`src/sv/mfqs_pkg.sv`:
```
// Shared constants, codes and control types of the MLFQ scheduler.
// No dependencies.
package mfqs_pkg;

   localparam int TASK_ID_W      = 6;
   localparam int TIME_W         = 32;
   localparam int BURST_W        = 24;
   localparam int QUANTUM_W      = 16;
   localparam int NUM_LEVELS_W   = 4;
   localparam int RUN_LEVEL_W    = 3;
   localparam int MAX_TASKS      = 64;
   localparam int POS_W          = 6;
   localparam int CNT_W          = 7;
   localparam int DEF_MAX_LEVELS = 8;
   localparam int CSR_INDEX_W    = 1;
   localparam int CSR_DATA_W     = 16;

   localparam logic [CSR_INDEX_W-1:0] CSR_NUM_LEVELS   = 1'd0;
   localparam logic [CSR_INDEX_W-1:0] CSR_BASE_QUANTUM = 1'd1;

   localparam logic [NUM_LEVELS_W-1:0] NUM_LEVELS_RST   = 4'd3;
   localparam logic [QUANTUM_W-1:0]    BASE_QUANTUM_RST = 16'd2;

   localparam logic OP_ARRIVE   = 1'b0;
   localparam logic OP_DISPATCH = 1'b1;

   typedef struct packed {
      logic capture;
      logic arrive;
      logic push_held;
      logic scan;
      logic fetch;
      logic calc;
   } mfqs_cmd_type;

   typedef struct packed {
      logic found;
   } mfqs_status_type;

endpackage

```
`src/sv/mfqs_ctrl.sv`:
```
// Sequencer of the MLFQ scheduler: steps arrive and dispatch beats.
// Depends on mfqs_pkg.
module mfqs_ctrl (
   input  logic                      clock,
   input  logic                      reset,
   input  logic                      start,
   input  logic                      operation,
   input  mfqs_pkg::mfqs_status_type status,
   output logic                      busy,
   output mfqs_pkg::mfqs_cmd_type    cmd
);
   import mfqs_pkg::*;

   typedef enum logic [5:0] {
      ST_IDLE   = 6'b000001,
      ST_ARRIVE = 6'b000010,
      ST_PUSH   = 6'b000100,
      ST_SCAN   = 6'b001000,
      ST_FETCH  = 6'b010000,
      ST_CALC   = 6'b100000
   } state_type;

   state_type state_ff, state_in;

   always_comb begin
      state_in = state_ff;
      cmd      = '0;
      unique case (state_ff)
         ST_IDLE: begin
            if (start) begin
               cmd.capture = 1'b1;
               state_in    = (operation == OP_DISPATCH) ? ST_PUSH : ST_ARRIVE;
            end
         end
         ST_ARRIVE: begin
            cmd.arrive = 1'b1;
            state_in   = ST_IDLE;
         end
         ST_PUSH: begin
            cmd.push_held = 1'b1;
            state_in      = ST_SCAN;
         end
         ST_SCAN: begin
            cmd.scan = 1'b1;
            state_in = status.found ? ST_FETCH : ST_IDLE;
         end
         ST_FETCH: begin
            cmd.fetch = 1'b1;
            state_in  = ST_CALC;
         end
         ST_CALC: begin
            cmd.calc = 1'b1;
            state_in = ST_IDLE;
         end
         default: begin
            state_in = ST_IDLE;
         end
      endcase
   end

   always_ff @(posedge clock) begin
      if (reset) begin
         state_ff <= ST_IDLE;
      end else begin
         state_ff <= state_in;
      end
   end

   assign busy = (state_ff != ST_IDLE);

endmodule

```
`config.mk`:
```
export PLATFORM = sky130hd
export DESIGN_NAME = mfqs_ctrl
export DESIGN_NICKNAME = d
export VERILOG_FILES = /design/src/sv/mfqs_pkg.sv /design/src/sv/mfqs_ctrl.sv
export SDC_FILE = /design/constraint.sdc
export NUM_CORES = 1
export LEC_CHECK = 0
export BUFFER_PORTS_ARGS = -buffer_cell sky130_fd_sc_hd__buf_2
export CAP_MARGIN = 20
export CORE_AREA = 10 10 47 49
export CTS_BUF_LIST = sky130_fd_sc_hd__clkbuf_4
export CTS_CLUSTER_DIAMETER = 100
export DETAILED_ROUTE_END_ITERATION = 7
export DIE_AREA = 0 0 57 59
export PLACE_DENSITY_LB_ADDON = 0.08
export SETUP_SLACK_MARGIN = 0.3
export SLEW_MARGIN = 5
export SYNTH_ARGS = -nofsm -noshare
export SYNTH_HDL_FRONTEND = slang
export SYNTH_SLANG_ARGS = --single-unit
```
`constraint.sdc`:
```
create_clock -name clock -period 1.5 [get_ports clock]
set_input_delay 0.375 -clock clock [delete_from_list [all_inputs] [get_ports clock]]
set_output_delay 0.375 -clock clock [all_outputs]
set_load 0.005 [all_outputs]
```
==> results.json <==
{
  "core_area_mm2": 0.00140,
  "die_area_mm2": 0.00336,
  "cts_tree": "built",
  "ys_top_cells_by_count": "dfxtp_1, inv_1, nor3b_1, nor3_1",
  "crit_required_ns": 1.12,
  "synth-edff-count": 0,
  "ant_nets": 0,
  "rows": 14,
  "cp_max_fo": 3,
  "cp_slowest_stage_delay_ns": 0.55,
  "cts_htree_levels": 1,
  "seq_area_frac_synth_pct": 40.9,
  "synth-compound-area-share_pct": 10.2,
  "synth-simple-area-share_pct": 43.8,
  "hp-class": "input port to flip-flop",
  "drc": 0,
  "period_share_pct": 119,
  "regMostFlops": "state_ff",
  "pin_count": 12,
  "area_delta_synth_final_pct": 104,
  "worstHoldEndpoint": "state_ff[1]",
  "cts.sinks": 6,
  "setup_viol": 11,
  "cpMaxStageDelayCell": "or4_4",
  "ir_worst_vdd_uv": 381,
  "synth-seq-cells": 6,
  "vias": 346,
  "hp-start": "operation",
  "synth_mux_area_share_pct": 0,
  "crit_path_cell_trace": "or4_4 -> nor3b_2 -> buf_2",
  "cap_violations": 0,
  "failed_checks": "setup timing",
  "cp-startpoint": "state_ff[1]",
  "worst_slack_ns": -0.284,
  "worst_slew_pin_slew_ns": 0.349,
  "final_nets": 67,
  "path_delay_family": "simple AND/OR/NAND/NOR gates",
  "worst-path-stages": 3,
  "avgRoutedWirePerCell_um": 12.2,
  "wirelength_um": 926,
  "period_needed_ns": 1.78,
  "hold_viol_final": 0,
  "grt_setup_unrepaired": "yes",
  "skew_ns": 0.00237,
  "gp_congestion": 0.730,
  "synthAdderAreaFrac_pct": 0,
  "cts_hold_buf": 0,
  "portBuffers": 11,
  "yosys_warnings": 0,
  "chipHeight_um": 59,
  "clk_latency_ns": 0.24,
  "largest_reg_flops": 6,
  "grt_max_degree": 7,
  "vias_per_cell": 4.55,
  "dp_hpwl_um": 694,
  "syn_area_per_cell_um2": 8.91,
  "synth_top_family_by_area": "simple AND/OR/NAND/NOR gates",
  "critPathKind": "flip-flop to output port",
  "max_freq_mhz": 560,
  "cts.reportedPaths.clkPinSlew_ns": 0.04,
  "firstDrtPassIters": 2,
  "grt_pass1_vias": 368,
  "rr_startpoint": "state_ff[1]",
  "outcome": "finished with violations",
  "initial_core_util_pct": 21.0,
  "hold_ws_ns": 0.315,
  "netlist_top_cells_area": "dfxtp_1, nor3b_1, or4_4",
  "r2r_cells": 4,
  "track_usage_pct": 6.09,
  "die_w_um": 57,
  "synth.top_cell.area_share_pct": 40.9,
  "synth.most_common_cell": "dfxtp_1",
  "syn_inst": 33,
  "p_per_area_mw_per_mm2": 748,
  "post-place-cells": 66,
  "gr-total-overflow": 0,
  "synth_xor_area_share_pct": 0,
  "numCtsBuffers": 3,
  "root_buffer": "clkbuf_4",
  "startpoint_type": "flip-flop",
  "layoutNonFillerInstCount": 76,
  "r2r-end": "state_ff[0]",
  "cts_max_path_buffers": 2,
  "synth_top_cell_by_area": "dfxtp_1",
  "antenna_found_initial": 0,
  "maxSlewHeadroom_pct": 76.4,
  "drive_gt1_share_pct": 78.3,
  "critPathArrivalTime_ns": 1.41,
  "reg_top3": "state_ff (6)",
  "synthFlopType": "dfxtp_1",
  "r2r_slack_ns": -0.26,
  "synth_cell_types": 18,
  "ys_async_sr_fraction_pct": 0,
  "slew_violations": 0,
  "grt_pass1_wl_mm": 1.62,
  "leakage_nw": 0.270,
  "synthesis.nets": 38,
  "hold_depth": 2,
  "cp_num_buf_inv": 1,
  "antennaDiodeCount": 0,
  "end_kind": "output port",
  "synthesis.area_um2": 294,
  "drt_iter0_drc": 1
}
[where the power goes]
group	internal, W	leakage [nW]	switching (W)
Combinational	0.0000757	0.205	0.0000539
Clock	0.0000903	0.0138	0.0000560
Sequential	0.000167	0.0513	0.00000552
Total	0.000333	0.270	0.000115
[layout make-up]
type | instances | area (µm²)
Fill cell | 141 | 802
Clock buffer | 3 | 22.5
Sequential cell | 6 | 130
Multi-Input combinational cell | 23 | 234
Tap cell | 16 | 20.0
Timing Repair Buffer | 24 | 178
Inverter | 4 | 15.0
[cell families (layout without fill, tap and decap cells)]
logic type / after synthesis / after routing
AND/OR/NAND/NOR: 19 / 19
flip-flops: 6 / 6
AO/OA/AOI/OAI: 4 / 4
buffers and inverters: 4 / 31
[routing by layer]
layer	routed length [µm]	share of wire, %	global-route usage [%]	up-vias
li1	-	-	-	176
met2	432	47	8.99	9
met4	25	2.7	5.03	0
met1	418	45	6.76	159
met3	50	5.4	2.36	2
met5	0	0	0	-
[what timing repair did]
action,CTS,global route
pin swaps,6,2
buffers inserted,7,0
setup endpoints to repair,12,12
gates cloned,0,0
gates resized for setup,16,5
[per-stage QoR]
stage | total power [W] | setup WS, ns | utilization, % | cell area, µm² | TNS [ns]
global placement | 0.000256 | -0.0822 | 31.3 | 438 | -0.185
detailed placement | 0.000257 | -0.0909 | 31.3 | 438 | -0.306
global route | 0.000476 | -0.338 | 42.8 | 599 | -2.79
CTS | 0.000448 | -0.301 | 41.0 | 574 | -2.06
floorplan | 0.000219 | -0.0355 | - | 318 | -0.0685
finish | 0.000448 | -0.284 | 42.8 | 599 | -1.99
[worst max path at each step]
stage / end / slack (ns)
4_1_cts: cmd[3] / -0.30
3_5_place_dp: state_ff[0] / -0.09
5_1_grt: cmd[3] / -0.34
3_3_place_gp: state_ff[0] / -0.08
6_report: cmd[3] / -0.28
2_1_floorplan: state_ff[0] / -0.04
[cell usage in the layout (no fill, tap or decap), drive strengths merged, types with 2 or more instances in the layout]
cell type  synthesis  layout
buf                0      24
clkbuf             0       3
dfxtp              6       6
inv                4       4
nor2b              2       2
nor3               3       3
nor3b              4       4
or4                3       3
Power figures use the tool's default switching activity.
